`src/hw/rtl/lcdcrp_pkg.sv`:
```
// ----------------------------------------------------------------------------
// lcdcrp_pkg
// Shared types, sizes and helpers for the display command RAM port.
// ----------------------------------------------------------------------------
package lcdcrp_pkg;

    // RAM sizes in bytes
    localparam int DISPLAY_BYTES    = 25;
    localparam int PICTOGRAPH_BYTES = 8;
    localparam int CHARGEN_BYTES    = 112;

    // All three RAMs share one store, laid out back to back
    localparam int DISPLAY_BASE = 0;
    localparam int PICTO_BASE   = DISPLAY_BYTES;
    localparam int CHARGEN_BASE = DISPLAY_BYTES + PICTOGRAPH_BYTES;
    localparam int STORE_DEPTH  = DISPLAY_BYTES + PICTOGRAPH_BYTES + CHARGEN_BYTES;
    localparam int STORE_AW     = $clog2(STORE_DEPTH);

    localparam int ADDR_W = 7;
    localparam int MODE_W = 3;

    // Command byte decode
    localparam logic [7:0] CMD_KIND_MASK = 8'hC0;
    localparam logic [7:0] CMD_DATA_SET  = 8'h40;
    localparam logic [7:0] CMD_ADDR_SET  = 8'h80;
    localparam logic [7:0] MODE_MASK     = 8'h07;
    localparam logic [7:0] INC_OFF_MASK  = 8'h08;
    localparam logic [7:0] ADDR_MASK     = 8'h1F;
    localparam logic [7:0] CHAR_LIMIT    = 8'h10;
    localparam logic [7:0] CHAR_STRIDE   = 8'd7;

    // Opcodes of the input item
    localparam logic OP_FRAME_BYTE = 1'b0;
    localparam logic OP_CLEAR      = 1'b1;

    // Configuration port
    localparam int CFG_AW = 4;
    localparam int CFG_DW = 32;
    localparam logic [1:0] REG_CODE_DISPLAY   = 2'd0;
    localparam logic [1:0] REG_CODE_PICTOGRAPH = 2'd1;
    localparam logic [1:0] REG_CODE_CHARGEN   = 2'd2;
    localparam logic [MODE_W-1:0] CODE_DISPLAY_RST   = 3'd0;
    localparam logic [MODE_W-1:0] CODE_PICTOGRAPH_RST = 3'd1;
    localparam logic [MODE_W-1:0] CODE_CHARGEN_RST   = 3'd2;

    // Queue between front and back
    localparam int QUEUE_DEPTH = 2;
    localparam int QUEUE_PW    = $clog2(QUEUE_DEPTH);
    localparam int QUEUE_CW    = $clog2(QUEUE_DEPTH + 1);

    // Write area codes as reported on the result
    localparam logic [1:0] WAREA_DISPLAY = 2'd0;
    localparam logic [1:0] WAREA_PICTO   = 2'd1;
    localparam logic [1:0] WAREA_CHARGEN = 2'd2;

    typedef enum logic [2:0] {
        KIND_NOP,
        KIND_CLEAR,
        KIND_DATA_SET,
        KIND_ADDR_SET,
        KIND_WRITE
    } t_kind;

    typedef enum logic [1:0] {
        AREA_NONE    = 2'd0,
        AREA_DISPLAY = 2'd1,
        AREA_PICTO   = 2'd2,
        AREA_CHARGEN = 2'd3
    } t_area;

    typedef struct packed {
        t_kind      kind;
        logic [7:0] data;
    } t_item;

    typedef struct packed {
        logic [MODE_W-1:0] code_display;
        logic [MODE_W-1:0] code_pictograph;
        logic [MODE_W-1:0] code_chargen;
    } t_cfg;

    // Size of the selected RAM, zero when none is selected
    function automatic logic [7:0] area_size(input t_area area);
        case (area)
            AREA_DISPLAY: area_size = 8'(DISPLAY_BYTES);
            AREA_PICTO:   area_size = 8'(PICTOGRAPH_BYTES);
            AREA_CHARGEN: area_size = 8'(CHARGEN_BYTES);
            default:      area_size = 8'd0;
        endcase
    endfunction

    // First entry of the selected RAM in the shared store
    function automatic logic [STORE_AW-1:0] area_base(input t_area area);
        case (area)
            AREA_PICTO:   area_base = STORE_AW'(PICTO_BASE);
            AREA_CHARGEN: area_base = STORE_AW'(CHARGEN_BASE);
            default:      area_base = STORE_AW'(DISPLAY_BASE);
        endcase
    endfunction

    // Reported area code, also the dirty flag bit
    function automatic logic [1:0] area_code(input t_area area);
        case (area)
            AREA_PICTO:   area_code = WAREA_PICTO;
            AREA_CHARGEN: area_code = WAREA_CHARGEN;
            default:      area_code = WAREA_DISPLAY;
        endcase
    endfunction

endpackage

```
`src/hw/rtl/lcdcrp_front.sv`:
```
// ----------------------------------------------------------------------------
// lcdcrp_front
// Takes input items and classifies each byte as command or data.
// ----------------------------------------------------------------------------
module lcdcrp_front (
    input  logic                i_clk,
    input  logic                i_rst_n,
    input  logic                i_in_valid,
    output logic                o_in_stall,
    input  logic                i_opcode,
    input  logic [7:0]          i_frame_byte,
    input  logic                i_frame_start,
    input  logic                i_q_full,
    output logic                o_push,
    output lcdcrp_pkg::t_item   o_item
);

    logic              r_valid;
    lcdcrp_pkg::t_item r_item;
    lcdcrp_pkg::t_item n_item;
    logic              accept;

    // Holding register stalls only when the queue is full
    assign o_in_stall = r_valid & i_q_full;
    assign accept     = i_in_valid & ~o_in_stall;
    assign o_push     = r_valid & ~i_q_full;
    assign o_item     = r_item;

    // Classification
    always_comb begin
        n_item.data = i_frame_byte;
        if (i_opcode == lcdcrp_pkg::OP_CLEAR) begin
            n_item.kind = lcdcrp_pkg::KIND_CLEAR;
        end else if (!i_frame_start) begin
            n_item.kind = lcdcrp_pkg::KIND_WRITE;
        end else if ((i_frame_byte & lcdcrp_pkg::CMD_KIND_MASK) == lcdcrp_pkg::CMD_DATA_SET) begin
            n_item.kind = lcdcrp_pkg::KIND_DATA_SET;
        end else if ((i_frame_byte & lcdcrp_pkg::CMD_KIND_MASK) == lcdcrp_pkg::CMD_ADDR_SET) begin
            n_item.kind = lcdcrp_pkg::KIND_ADDR_SET;
        end else begin
            n_item.kind = lcdcrp_pkg::KIND_NOP;
        end
    end

    always_ff @(posedge i_clk) begin
        if (!i_rst_n) begin
            r_valid <= 1'b0;
        end else begin
            r_valid <= accept | (r_valid & ~o_push);
        end
    end

    always_ff @(posedge i_clk) begin
        if (accept) begin
            r_item <= n_item;
        end
    end

endmodule

```
`src/hw/rtl/lcdcrp_queue.sv`:
```
// ----------------------------------------------------------------------------
// lcdcrp_queue
// Short item queue between front and back.
// ----------------------------------------------------------------------------
module lcdcrp_queue (
    input  logic              i_clk,
    input  logic              i_rst_n,
    input  logic              i_push,
    input  lcdcrp_pkg::t_item i_item,
    output logic              o_full,
    input  logic              i_pop,
    output logic              o_empty,
    output lcdcrp_pkg::t_item o_item
);

    lcdcrp_pkg::t_item                    r_entry [lcdcrp_pkg::QUEUE_DEPTH];
    logic [lcdcrp_pkg::QUEUE_PW-1:0]      r_wr_ptr;
    logic [lcdcrp_pkg::QUEUE_PW-1:0]      r_rd_ptr;
    logic [lcdcrp_pkg::QUEUE_CW-1:0]      r_count;
    logic                                 push_ok;
    logic                                 pop_ok;

    assign o_full  = (r_count == lcdcrp_pkg::QUEUE_CW'(lcdcrp_pkg::QUEUE_DEPTH));
    assign o_empty = (r_count == '0);
    assign o_item  = r_entry[r_rd_ptr];
    assign push_ok = i_push & ~o_full;
    assign pop_ok  = i_pop & ~o_empty;

    // Pointers and fill count
    always_ff @(posedge i_clk) begin
        if (!i_rst_n) begin
            r_wr_ptr <= '0;
            r_rd_ptr <= '0;
            r_count  <= '0;
        end else begin
            if (push_ok) begin
                r_wr_ptr <= (r_wr_ptr == lcdcrp_pkg::QUEUE_PW'(lcdcrp_pkg::QUEUE_DEPTH - 1))
                            ? '0 : r_wr_ptr + 1'b1;
            end
            if (pop_ok) begin
                r_rd_ptr <= (r_rd_ptr == lcdcrp_pkg::QUEUE_PW'(lcdcrp_pkg::QUEUE_DEPTH - 1))
                            ? '0 : r_rd_ptr + 1'b1;
            end
            if (push_ok && !pop_ok) begin
                r_count <= r_count + 1'b1;
            end else if (pop_ok && !push_ok) begin
                r_count <= r_count - 1'b1;
            end
        end
    end

    // Entry storage
    always_ff @(posedge i_clk) begin
        if (push_ok) begin
            r_entry[r_wr_ptr] <= i_item;
        end
    end

endmodule

```
`src/hw/rtl/lcdcrp_back.sv`:
```
// ----------------------------------------------------------------------------
// lcdcrp_back
// Carries out items: address/mode update and store read, then compare,
// write and dirty flag update, then the result register.
// ----------------------------------------------------------------------------
module lcdcrp_back (
    input  logic                              i_clk,
    input  logic                              i_rst_n,
    input  lcdcrp_pkg::t_cfg                  i_cfg,
    input  logic                              i_q_empty,
    input  lcdcrp_pkg::t_item                 i_q_item,
    output logic                              o_pop,
    output logic                              o_out_valid,
    input  logic                              i_out_stall,
    output logic                              o_write_done,
    output logic [1:0]                        o_write_area,
    output logic [lcdcrp_pkg::ADDR_W-1:0]     o_write_address,
    output logic                              o_write_changed,
    output logic                              o_display_dirty,
    output logic                              o_pictograph_dirty,
    output logic                              o_chargen_dirty,
    output logic [1:0]                        o_selected_area,
    output logic [lcdcrp_pkg::ADDR_W-1:0]     o_current_address,
    output logic                              o_increment_on
);

    localparam int AW       = lcdcrp_pkg::ADDR_W;
    localparam int SW       = lcdcrp_pkg::STORE_AW;
    localparam int MODE_W_L = lcdcrp_pkg::MODE_W;

    // Shared byte store with per-entry valid bits (invalid reads as zero)
    logic [7:0]                       r_store [lcdcrp_pkg::STORE_DEPTH];
    logic [lcdcrp_pkg::STORE_DEPTH-1:0] r_store_valid;

    // Port state
    lcdcrp_pkg::t_area r_area;
    logic [AW-1:0]     r_addr;
    logic              r_inc;
    logic [2:0]        r_dirty;

    // Second stage
    logic              r_b_valid;
    lcdcrp_pkg::t_kind r_b_kind;
    logic              r_b_done;
    logic [1:0]        r_b_warea;
    logic [AW-1:0]     r_b_waddr;
    logic [SW-1:0]     r_b_index;
    logic [7:0]        r_b_data;
    logic [1:0]        r_b_sel_area;
    logic [AW-1:0]     r_b_cur_addr;
    logic              r_b_inc;
    logic [7:0]        r_b_rd_data;
    logic              r_b_rd_valid;
    logic              r_b_fwd;
    logic [7:0]        r_b_fwd_data;

    // Result register
    logic              r_out_valid;
    logic              r_out_done;
    logic [1:0]        r_out_warea;
    logic [AW-1:0]     r_out_waddr;
    logic              r_out_changed;
    logic [2:0]        r_out_dirty;
    logic [1:0]        r_out_sel_area;
    logic [AW-1:0]     r_out_cur_addr;
    logic              r_out_inc;

    // First stage signals
    lcdcrp_pkg::t_area n_area;
    logic [AW-1:0]     n_addr;
    logic              n_inc;
    logic              a_done;
    logic [1:0]        a_warea;
    logic [AW-1:0]     a_waddr;
    logic [SW-1:0]     a_index;
    logic [7:0]        size_cur;
    logic [7:0]        size_new;
    logic [7:0]        addr_inc;
    logic [7:0]        addr_field;
    logic [7:0]        char_start;
    logic [MODE_W_L-1:0] mode;
    logic              adv;

    // Second stage signals
    logic [7:0]        b_old;
    logic              b_write;
    logic              b_changed;
    logic [2:0]        n_dirty;

    assign adv   = ~r_out_valid | ~i_out_stall;
    assign o_pop = adv & ~i_q_empty;

    // ---- First stage: mode and address update ----
    assign size_cur   = lcdcrp_pkg::area_size(r_area);
    assign size_new   = lcdcrp_pkg::area_size(n_area);
    assign addr_inc   = {1'b0, r_addr} + 8'd1;
    assign addr_field = i_q_item.data & lcdcrp_pkg::ADDR_MASK;
    assign char_start = (addr_field & 8'h0F) * lcdcrp_pkg::CHAR_STRIDE;
    assign mode       = MODE_W_L'(i_q_item.data & lcdcrp_pkg::MODE_MASK);
    assign a_index    = lcdcrp_pkg::area_base(r_area) + SW'(r_addr);

    always_comb begin
        n_area  = r_area;
        n_addr  = r_addr;
        n_inc   = r_inc;
        a_done  = 1'b0;
        a_warea = '0;
        a_waddr = '0;
        case (i_q_item.kind)
            lcdcrp_pkg::KIND_DATA_SET: begin
                if (mode == i_cfg.code_display) begin
                    n_area = lcdcrp_pkg::AREA_DISPLAY;
                    n_inc  = ((i_q_item.data & lcdcrp_pkg::INC_OFF_MASK) == 8'd0);
                end else if (mode == i_cfg.code_pictograph) begin
                    n_area = lcdcrp_pkg::AREA_PICTO;
                    n_inc  = ((i_q_item.data & lcdcrp_pkg::INC_OFF_MASK) == 8'd0);
                end else if (mode == i_cfg.code_chargen) begin
                    n_area = lcdcrp_pkg::AREA_CHARGEN;
                    n_inc  = 1'b1;
                    n_addr = '0;
                end else begin
                    n_area = lcdcrp_pkg::AREA_NONE;
                    n_inc  = 1'b1;
                    n_addr = '0;
                end
                // wrap into the newly selected RAM
                if ({1'b0, n_addr} >= size_new) begin
                    n_addr = '0;
                end
            end
            lcdcrp_pkg::KIND_ADDR_SET: begin
                if (r_area == lcdcrp_pkg::AREA_DISPLAY || r_area == lcdcrp_pkg::AREA_PICTO) begin
                    n_addr = (addr_field >= size_cur) ? '0 : AW'(addr_field);
                end else if (r_area == lcdcrp_pkg::AREA_CHARGEN) begin
                    // character number times seven, zero when out of range
                    if (addr_field < lcdcrp_pkg::CHAR_LIMIT &&
                        char_start < 8'(lcdcrp_pkg::CHARGEN_BYTES)) begin
                        n_addr = AW'(char_start);
                    end else begin
                        n_addr = '0;
                    end
                end
            end
            lcdcrp_pkg::KIND_WRITE: begin
                if (r_area != lcdcrp_pkg::AREA_NONE && {1'b0, r_addr} < size_cur) begin
                    a_done  = 1'b1;
                    a_warea = lcdcrp_pkg::area_code(r_area);
                    a_waddr = r_addr;
                    if (r_inc) begin
                        n_addr = (addr_inc >= size_cur) ? '0 : AW'(addr_inc);
                    end
                end
            end
            default: begin
            end
        endcase
    end

    // ---- Second stage: compare, write, dirty flags ----
    assign b_old     = r_b_fwd ? r_b_fwd_data : (r_b_rd_valid ? r_b_rd_data : 8'd0);
    assign b_write   = r_b_valid & r_b_done;
    assign b_changed = b_write & (b_old != r_b_data);

    always_comb begin
        n_dirty = r_dirty;
        if (r_b_valid && r_b_kind == lcdcrp_pkg::KIND_CLEAR) begin
            n_dirty = '0;
        end
        if (b_changed) begin
            n_dirty[r_b_warea] = 1'b1;
        end
    end

    // Control state
    always_ff @(posedge i_clk) begin
        if (!i_rst_n) begin
            r_area        <= lcdcrp_pkg::AREA_NONE;
            r_addr        <= '0;
            r_inc         <= 1'b0;
            r_dirty       <= '0;
            r_b_valid     <= 1'b0;
            r_out_valid   <= 1'b0;
            r_store_valid <= '0;
        end else if (adv) begin
            r_b_valid   <= o_pop;
            r_out_valid <= r_b_valid;
            r_dirty     <= n_dirty;
            if (o_pop) begin
                r_area <= n_area;
                r_addr <= n_addr;
                r_inc  <= n_inc;
            end
            if (b_write) begin
                r_store_valid[r_b_index] <= 1'b1;
            end
        end
    end

    // Store, pipeline payload and result payload
    always_ff @(posedge i_clk) begin
        if (adv) begin
            if (b_write) begin
                r_store[r_b_index] <= r_b_data;
            end
            // read for the next item; a write to the same entry in this
            // cycle is forwarded
            r_b_rd_data  <= r_store[a_index];
            r_b_rd_valid <= r_store_valid[a_index];
            r_b_fwd      <= b_write & (r_b_index == a_index);
            r_b_fwd_data <= r_b_data;

            r_b_kind     <= i_q_item.kind;
            r_b_done     <= a_done;
            r_b_warea    <= a_warea;
            r_b_waddr    <= a_waddr;
            r_b_index    <= a_index;
            r_b_data     <= i_q_item.data;
            r_b_sel_area <= n_area;
            r_b_cur_addr <= n_addr;
            r_b_inc      <= n_inc;

            r_out_done     <= r_b_done;
            r_out_warea    <= r_b_warea;
            r_out_waddr    <= r_b_waddr;
            r_out_changed  <= b_changed;
            r_out_dirty    <= n_dirty;
            r_out_sel_area <= r_b_sel_area;
            r_out_cur_addr <= r_b_cur_addr;
            r_out_inc      <= r_b_inc;
        end
    end

    assign o_out_valid        = r_out_valid;
    assign o_write_done       = r_out_done;
    assign o_write_area       = r_out_warea;
    assign o_write_address    = r_out_waddr;
    assign o_write_changed    = r_out_changed;
    assign o_display_dirty    = r_out_dirty[lcdcrp_pkg::WAREA_DISPLAY];
    assign o_pictograph_dirty = r_out_dirty[lcdcrp_pkg::WAREA_PICTO];
    assign o_chargen_dirty    = r_out_dirty[lcdcrp_pkg::WAREA_CHARGEN];
    assign o_selected_area    = r_out_sel_area;
    assign o_current_address  = r_out_cur_addr;
    assign o_increment_on     = r_out_inc;

endmodule

```
`src/hw/rtl/lcd_controller_command_ram_port.sv`:
```
// ----------------------------------------------------------------------------
// lcd_controller_command_ram_port
// Serial command port of a display controller, one received byte per item.
// ----------------------------------------------------------------------------
// Input channel (i_in_valid / o_in_stall) carries one received byte with its
// opcode and frame-start flag; output channel (o_out_valid / i_out_stall)
// returns one result item per input item, in order: write report, dirty
// flags and the selected RAM, address and increment mode after the byte.
// Mode codes are set through the APB port (0x0 display, 0x4 pictograph,
// 0x8 character generator); write them only while the block is idle.
// Throughput: one item per cycle while the receiver does not stall. Input items
// pass the classify register, which loads at the accept edge, then a queue entry,
// the store read stage, and the compare/write stage feeding the result register.
// The store is one 145-byte RAM for all three areas with one read and one
// write per cycle; a write and a read of the same entry in back-to-back
// items is forwarded.
// Reset clears the RAM valid bits (all bytes read as zero), the dirty flags,
// the selection and the address, and empties the pipeline; no clearing pass.
// When the receiver stalls the result register holds, the back end stops,
// and input items keep being taken until the queue and front register fill.
// ----------------------------------------------------------------------------
module lcd_controller_command_ram_port (
    input  logic                              i_clk,
    input  logic                              i_rst_n,
    // configuration
    input  logic                              psel,
    input  logic                              penable,
    input  logic                              pwrite,
    input  logic [lcdcrp_pkg::CFG_AW-1:0]     paddr,
    input  logic [lcdcrp_pkg::CFG_DW-1:0]     pwdata,
    output logic [lcdcrp_pkg::CFG_DW-1:0]     prdata,
    output logic                              pready,
    // input channel
    input  logic                              i_in_valid,
    output logic                              o_in_stall,
    input  logic                              i_opcode,
    input  logic [7:0]                        i_frame_byte,
    input  logic                              i_frame_start,
    // output channel
    output logic                              o_out_valid,
    input  logic                              i_out_stall,
    output logic                              o_write_done,
    output logic [1:0]                        o_write_area,
    output logic [lcdcrp_pkg::ADDR_W-1:0]     o_write_address,
    output logic                              o_write_changed,
    output logic                              o_display_dirty,
    output logic                              o_pictograph_dirty,
    output logic                              o_chargen_dirty,
    output logic [1:0]                        o_selected_area,
    output logic [lcdcrp_pkg::ADDR_W-1:0]     o_current_address,
    output logic                              o_increment_on
);

    lcdcrp_pkg::t_cfg  r_cfg;
    lcdcrp_pkg::t_item front_item;
    lcdcrp_pkg::t_item q_item;
    logic              front_push;
    logic              q_full;
    logic              q_empty;
    logic              q_pop;
    logic              cfg_write;

    // Configuration registers
    assign pready    = 1'b1;
    assign cfg_write = psel & penable & pwrite & pready;

    always_ff @(posedge i_clk) begin
        if (!i_rst_n) begin
            r_cfg.code_display    <= lcdcrp_pkg::CODE_DISPLAY_RST;
            r_cfg.code_pictograph <= lcdcrp_pkg::CODE_PICTOGRAPH_RST;
            r_cfg.code_chargen    <= lcdcrp_pkg::CODE_CHARGEN_RST;
        end else if (cfg_write) begin
            case (paddr[3:2])
                lcdcrp_pkg::REG_CODE_DISPLAY:    r_cfg.code_display    <= pwdata[2:0];
                lcdcrp_pkg::REG_CODE_PICTOGRAPH: r_cfg.code_pictograph <= pwdata[2:0];
                lcdcrp_pkg::REG_CODE_CHARGEN:    r_cfg.code_chargen    <= pwdata[2:0];
                default: begin
                end
            endcase
        end
    end

    // Register read-back
    always_comb begin
        case (paddr[3:2])
            lcdcrp_pkg::REG_CODE_DISPLAY:
                prdata = lcdcrp_pkg::CFG_DW'(r_cfg.code_display);
            lcdcrp_pkg::REG_CODE_PICTOGRAPH:
                prdata = lcdcrp_pkg::CFG_DW'(r_cfg.code_pictograph);
            lcdcrp_pkg::REG_CODE_CHARGEN:
                prdata = lcdcrp_pkg::CFG_DW'(r_cfg.code_chargen);
            default:
                prdata = '0;
        endcase
    end

    lcdcrp_front u_front (
        .i_clk         (i_clk),
        .i_rst_n       (i_rst_n),
        .i_in_valid    (i_in_valid),
        .o_in_stall    (o_in_stall),
        .i_opcode      (i_opcode),
        .i_frame_byte  (i_frame_byte),
        .i_frame_start (i_frame_start),
        .i_q_full      (q_full),
        .o_push        (front_push),
        .o_item        (front_item)
    );

    lcdcrp_queue u_queue (
        .i_clk   (i_clk),
        .i_rst_n (i_rst_n),
        .i_push  (front_push),
        .i_item  (front_item),
        .o_full  (q_full),
        .i_pop   (q_pop),
        .o_empty (q_empty),
        .o_item  (q_item)
    );

    lcdcrp_back u_back (
        .i_clk              (i_clk),
        .i_rst_n            (i_rst_n),
        .i_cfg              (r_cfg),
        .i_q_empty          (q_empty),
        .i_q_item           (q_item),
        .o_pop              (q_pop),
        .o_out_valid        (o_out_valid),
        .i_out_stall        (i_out_stall),
        .o_write_done       (o_write_done),
        .o_write_area       (o_write_area),
        .o_write_address    (o_write_address),
        .o_write_changed    (o_write_changed),
        .o_display_dirty    (o_display_dirty),
        .o_pictograph_dirty (o_pictograph_dirty),
        .o_chargen_dirty    (o_chargen_dirty),
        .o_selected_area    (o_selected_area),
        .o_current_address  (o_current_address),
        .o_increment_on     (o_increment_on)
    );

endmodule

```
`config.mk`:
```
export PLATFORM = sky130hd
export DESIGN_NAME = lcd_controller_command_ram_port
export DESIGN_NICKNAME = d
export VERILOG_FILES = /design/src/hw/rtl/lcdcrp_pkg.sv /design/src/hw/rtl/lcdcrp_front.sv /design/src/hw/rtl/lcdcrp_queue.sv /design/src/hw/rtl/lcdcrp_back.sv /design/src/hw/rtl/lcd_controller_command_ram_port.sv
export SDC_FILE = /design/constraint.sdc
export NUM_CORES = 2
export LEC_CHECK = 0
export ABC_CLOCK_PERIOD_IN_PS = 10900
export BUFFER_PORTS_ARGS = -buffer_cell sky130_fd_sc_hd__buf_2
export CELL_PAD_IN_SITES_DETAIL_PLACEMENT = 1
export CELL_PAD_IN_SITES_GLOBAL_PLACEMENT = 1
export CORE_ASPECT_RATIO = 1.5
export CORE_UTILIZATION = 41
export CTS_CLUSTER_SIZE = 10
export DETAILED_ROUTE_END_ITERATION = 8
export PLACE_DENSITY = 0.73
export SYNTH_ARGS = -nofsm -noshare
export SYNTH_HDL_FRONTEND = slang
export SYNTH_SLANG_ARGS = --single-unit
```
`constraint.sdc`:
```
create_clock -name i_clk -period 10.9 [get_ports i_clk]
set_clock_uncertainty 0.15 [all_clocks]
set_input_delay 0.545 -clock i_clk [delete_from_list [all_inputs] [get_ports i_clk]]
set_output_delay 0.545 -clock i_clk [all_outputs]
set_load 0.05 [all_outputs]
```
==> Implementation_results.wiki <==
{| class="wikitable"
! Metric !! Value
|-
| Outcome || finished clean
|-
| Area growth from synthesis to final layout || 12.29%
|-
| Share of synthesized flip-flops with an asynchronous set or reset || 0%
|-
| Count of flip-flops with a built-in enable after synthesis || 1274
|-
| CP startpoint kind || flop
|-
| Port bufs || 50
|-
| CP Capture Type || flop
|-
| Largest fanout on the critical path || 32
|-
| Commonest cells post-synth || edfxtp_1, nand2_1, nor2_1
|-
| Total Die Area || 0.1421 mm^2
|-
| Ranking of synthesized cells by area || edfxtp_1, mux4_2, dfxtp_1, nand2_1, nor2_1
|-
| Num CTS Buffers || 163
|-
| Cell Rows || 168
|-
| VDD IR max || 344.8 uV
|-
| Layout cell share with drive strength beyond 1 || 17.63%
|-
| Detail-routed net length per standard cell || 27.59 um
|-
| Share of power burned in the clock network || 29.3%
|-
| Sequential share of power || 38.9%
|-
| Antenna violations before repair || 2
|-
| Buffers inserted by post-CTS timing repair || 0
|-
| WS Path Type || reg2reg
|-
| Number of optimization iterations in the first detailed-route pass || 5
|-
| Cell Chain, Critical Path || inv_1, ha_1, ha_1, a31o_2, xnor2_2, buf_4, inv_2, buf_4, buf_4, nand4_1, nand4_1, o22ai_1, nor3_1, a31oi_1
|-
| Io pins || 112
|-
| Net switching component of the power || 5693 uW
|-
| Least-Margin Pin Slew || 1229 ps
|-
| Resize count post-CTS || 0
|-
| Sum of net half-perimeters after detailed placement || 90470 um
|-
| Number of setup violations in the final report || 0
|-
| Headroom to the max-slew limit || 17.87%
|-
| Summed area of non-filler cells in the final layout || 0.06473 mm^2
|-
| Remaining antenna violation count after routing || 0
|-
| Post-layout min period || 5373 ps
|-
| Power Internal || 11470 uW
|-
| Die Y || 461.2 um
|-
| Std-Cell Core Area || 0.1396 mm^2
|-
| Data required time at the worst endpoint || 11250 ps
|-
| Final hold vios || 0
|-
| Number of pins exceeding their max-slew limit in the final report || 0
|-
| Longest Clk Path Bufs || 3
|-
| Aggregate global routing overflow || 0
|-
| Placed cell areas || 0.05974 mm^2
|-
| # clock sinks || 1449
|-
| Wire length of the first global-routing pass || 223000 um
|-
| Post-route DRC || 0
|-
| Most used flip-flop cell after synthesis || edfxtp_1
|-
| Largest area contributor in the synthesized netlist || edfxtp_1
|-
| Max stage delay cell, worst path || inv_2
|-
| Total global-route track usage || 21.52%
|-
| Routability-driven placement congestion ratio || 0.8292
|-
| Min-Delay Path Class || in2reg
|-
| Part of the total power dissipated in combinational logic || 31.8%
|-
| Largest net degree at the start of global routing || 149
|-
| Iteration-0 DRC Markers || 2734
|-
| Number of global-route vias before repair || 33850
|-
| Pwr/cell area || 265.2 mW/mm^2
|-
| Fill cell instance count of the final layout || 13323
|-
| Total of flip-flops plus latches after synthesis || 1449
|-
| Number of H-tree branching levels || 4
|-
| DR vias/cell || 5.724
|-
| Maximum achievable frequency || 0.1861 GHz
|-
| Sequential-to-total area share from yosys stat || 72.44%
|-
| Number of library cell types mapped by synthesis || 85
|-
| Slowest cell delay on critical path || 610 ps
|-
| Max_cap viols || 0
|-
| RSZ-0062 raised after global routing || no
|-
| Root cell of the clock tree || clkbuf_16
|-
| Static leakage || 0.02066 uW
|-
| Total Nets Final || 3593
|-
| Width of the die || 308.2 um
|-
| Clock slew at the register clock pins of the worst setup and hold paths || 60 ps
|-
| Cell repeated most along the worst path || buf_4
|-
| Synthesized cell area || 0.05765 mm^2
|-
| Clock tree from TritonCTS || done
|-
| Clock latency on the worst-skew pair || 780 ps
|-
| Yosys warns || 0
|-
| Synth Area per Inst || 16.94 um^2
|-
| Cell family with the largest share of critical-path delay || buffers and inverters
|-
| WP data arrival || 5730 ps
|-
| Fraction of power spent switching nets || 33.17%
|-
| Effective utilization at floorplan || 41.30%
|-
| Total Wirelength || 151700 um
|-
| Final TNS setup || 0 ps
|-
| Mapped Cells || 3403
|-
| Via count || 31472
|-
| Number of buffer and inverter stages on the critical path || 5
|-
| Most numerous cell in the Yosys netlist || edfxtp_1
|-
| Top-area cell type share of the netlist area || 66.37%
|-
| Final period utilization || 49.30%
|}
==> worst register-to-register path: stages (launching register included) <==
cell and delay [ps]:
dfxtp_1 420, inv_1 140, ha_1 300, ha_1 420, a31o_2 320, xnor2_2 130, buf_4 300, inv_2 640
buf_4 470, buf_4 520, nand4_1 290, nand4_1 330, o22ai_1 130, nor3_1 420, a31oi_1 110
==> kinds of logic (layout without fill, tap and decap cells) <==
group,Yosys count,after routing,share of synthesized area (%)
xor gates and xnor gates,33,33,0.5405
AOI/OAI and AO/OA,179,179,2.296
buffers and inverters,257,451,2.157
adders and majority gates,45,45,1.029
and+or+nand+nor,1094,1094,8.452
other,2,33,0.01303
muxes,344,344,13.07
DFF,1449,1449,72.44
==> registers in the layout (all words and copies together), names as in the netlist, 8 cells and up, named ones only <==
name / cells
u_back.r_b_data: 8
u_back.r_b_fwd_data: 8
u_front.o_item: 11
u_back.r_store: 1160
r_cfg: 9
u_back.r_b_rd_data: 8
u_back.r_b_index: 8
u_queue.r_entry: 22
u_back.r_store_valid: 145
==> cells in the final DEF (no fill, tap or decap), drive strengths merged, types with 4 or more instances in the layout <==
cell type / n
nor2b: 18
nand2: 389
nor4b: 5
dlygate4sd3: 19
conb: 30
buf: 99
clkbuf: 284
o21a: 52
xnor2: 24
nand4: 163
a31oi: 14
nand3b: 9
clkinv: 7
mux2: 6
dfxtp: 175
a41oi: 4
inv: 41
and3: 9
fa: 4
o31ai: 4
xor2: 9
nor3: 17
ha: 41
mux4: 324
nor2: 386
edfxtp: 1274
a311oi: 7
and2: 14
mux2i: 14
o22ai: 17
o21ai: 26
a21oi: 22
nand2b: 5
nand3: 61
==> power groups by stage <==
stage | registers [uW] | clock network [uW] | logic [uW]
6_report | 6670 | 5040 | 5460
5_1_grt | 6680 | 5280 | 5780
4_1_cts | 6670 | 5110 | 5520
3_5_place_dp | 6780 | 0 | 5480
3_3_place_gp | 6770 | 0 | 5380
2_1_floorplan | 7040 | 0 | 3520
==> worst paths after layout <==
kind	to	slack, ps	cells after the start	start
min	r_cfg[5]	140	5	penable
min reg2reg	u_back.o_current_address[1]	270	0	u_back.r_b_cur_addr[1]
max reg2reg	u_back.r_b_rd_data[4]	5530	14	u_back.r_area[0]
max	u_back.r_b_rd_data[4]	5530	14	u_back.r_area[0]
==> routing by layer <==
layer	track usage [%]	wire (um)	up-vias
met2	38.55	80310	1120
li1	-	-	13363
met4	11.17	7631	0
met1	24.69	54900	16676
met3	3.401	8865	313
met5	0	0	-
==> area by class of cell <==
type                       instances  area, um^2  share of cell area (%)
timing repair buffer             118       873.3                   1.349
antenna                            3       7.507                 0.01160
clock buffer                     284        4628                   7.150
tap                             1870        2340                   3.615
sequential                      1449       41760                   64.52
clock inverter                    11       166.4                  0.2571
inverter                          38       151.4                  0.2339
multi-input combinational       1725       14800                   22.87
==> stage by stage <==
| stage | cells | power (uW) | utilization (%) | setup WS (ps) | hold WS (ps) |
|---|---|---|---|---|---|
| 2_1_floorplan | 3431 | 10560 | - | 7324 | 250.3 |
| 3_3_place_gp | 5181 | 12150 | 42.80 | 5692 | 253.2 |
| 3_5_place_dp | 5181 | 12270 | 42.80 | 5662 | 255.2 |
| 4_1_cts | 5495 | 17290 | 46.37 | 5559 | 55.10 |
| 5_1_grt | 5496 | 17730 | 46.37 | 5411 | 142.0 |
| 6_report | 5498 | 17170 | 46.38 | 5527 | 144.0 |
==> what timing repair did <==
action	4_1_cts	5_1_grt
hold buffers	19	0
endpoints found under the hold margin	21	0
setup endpoints to repair	0	0
Power figures use the tool's default switching activity.
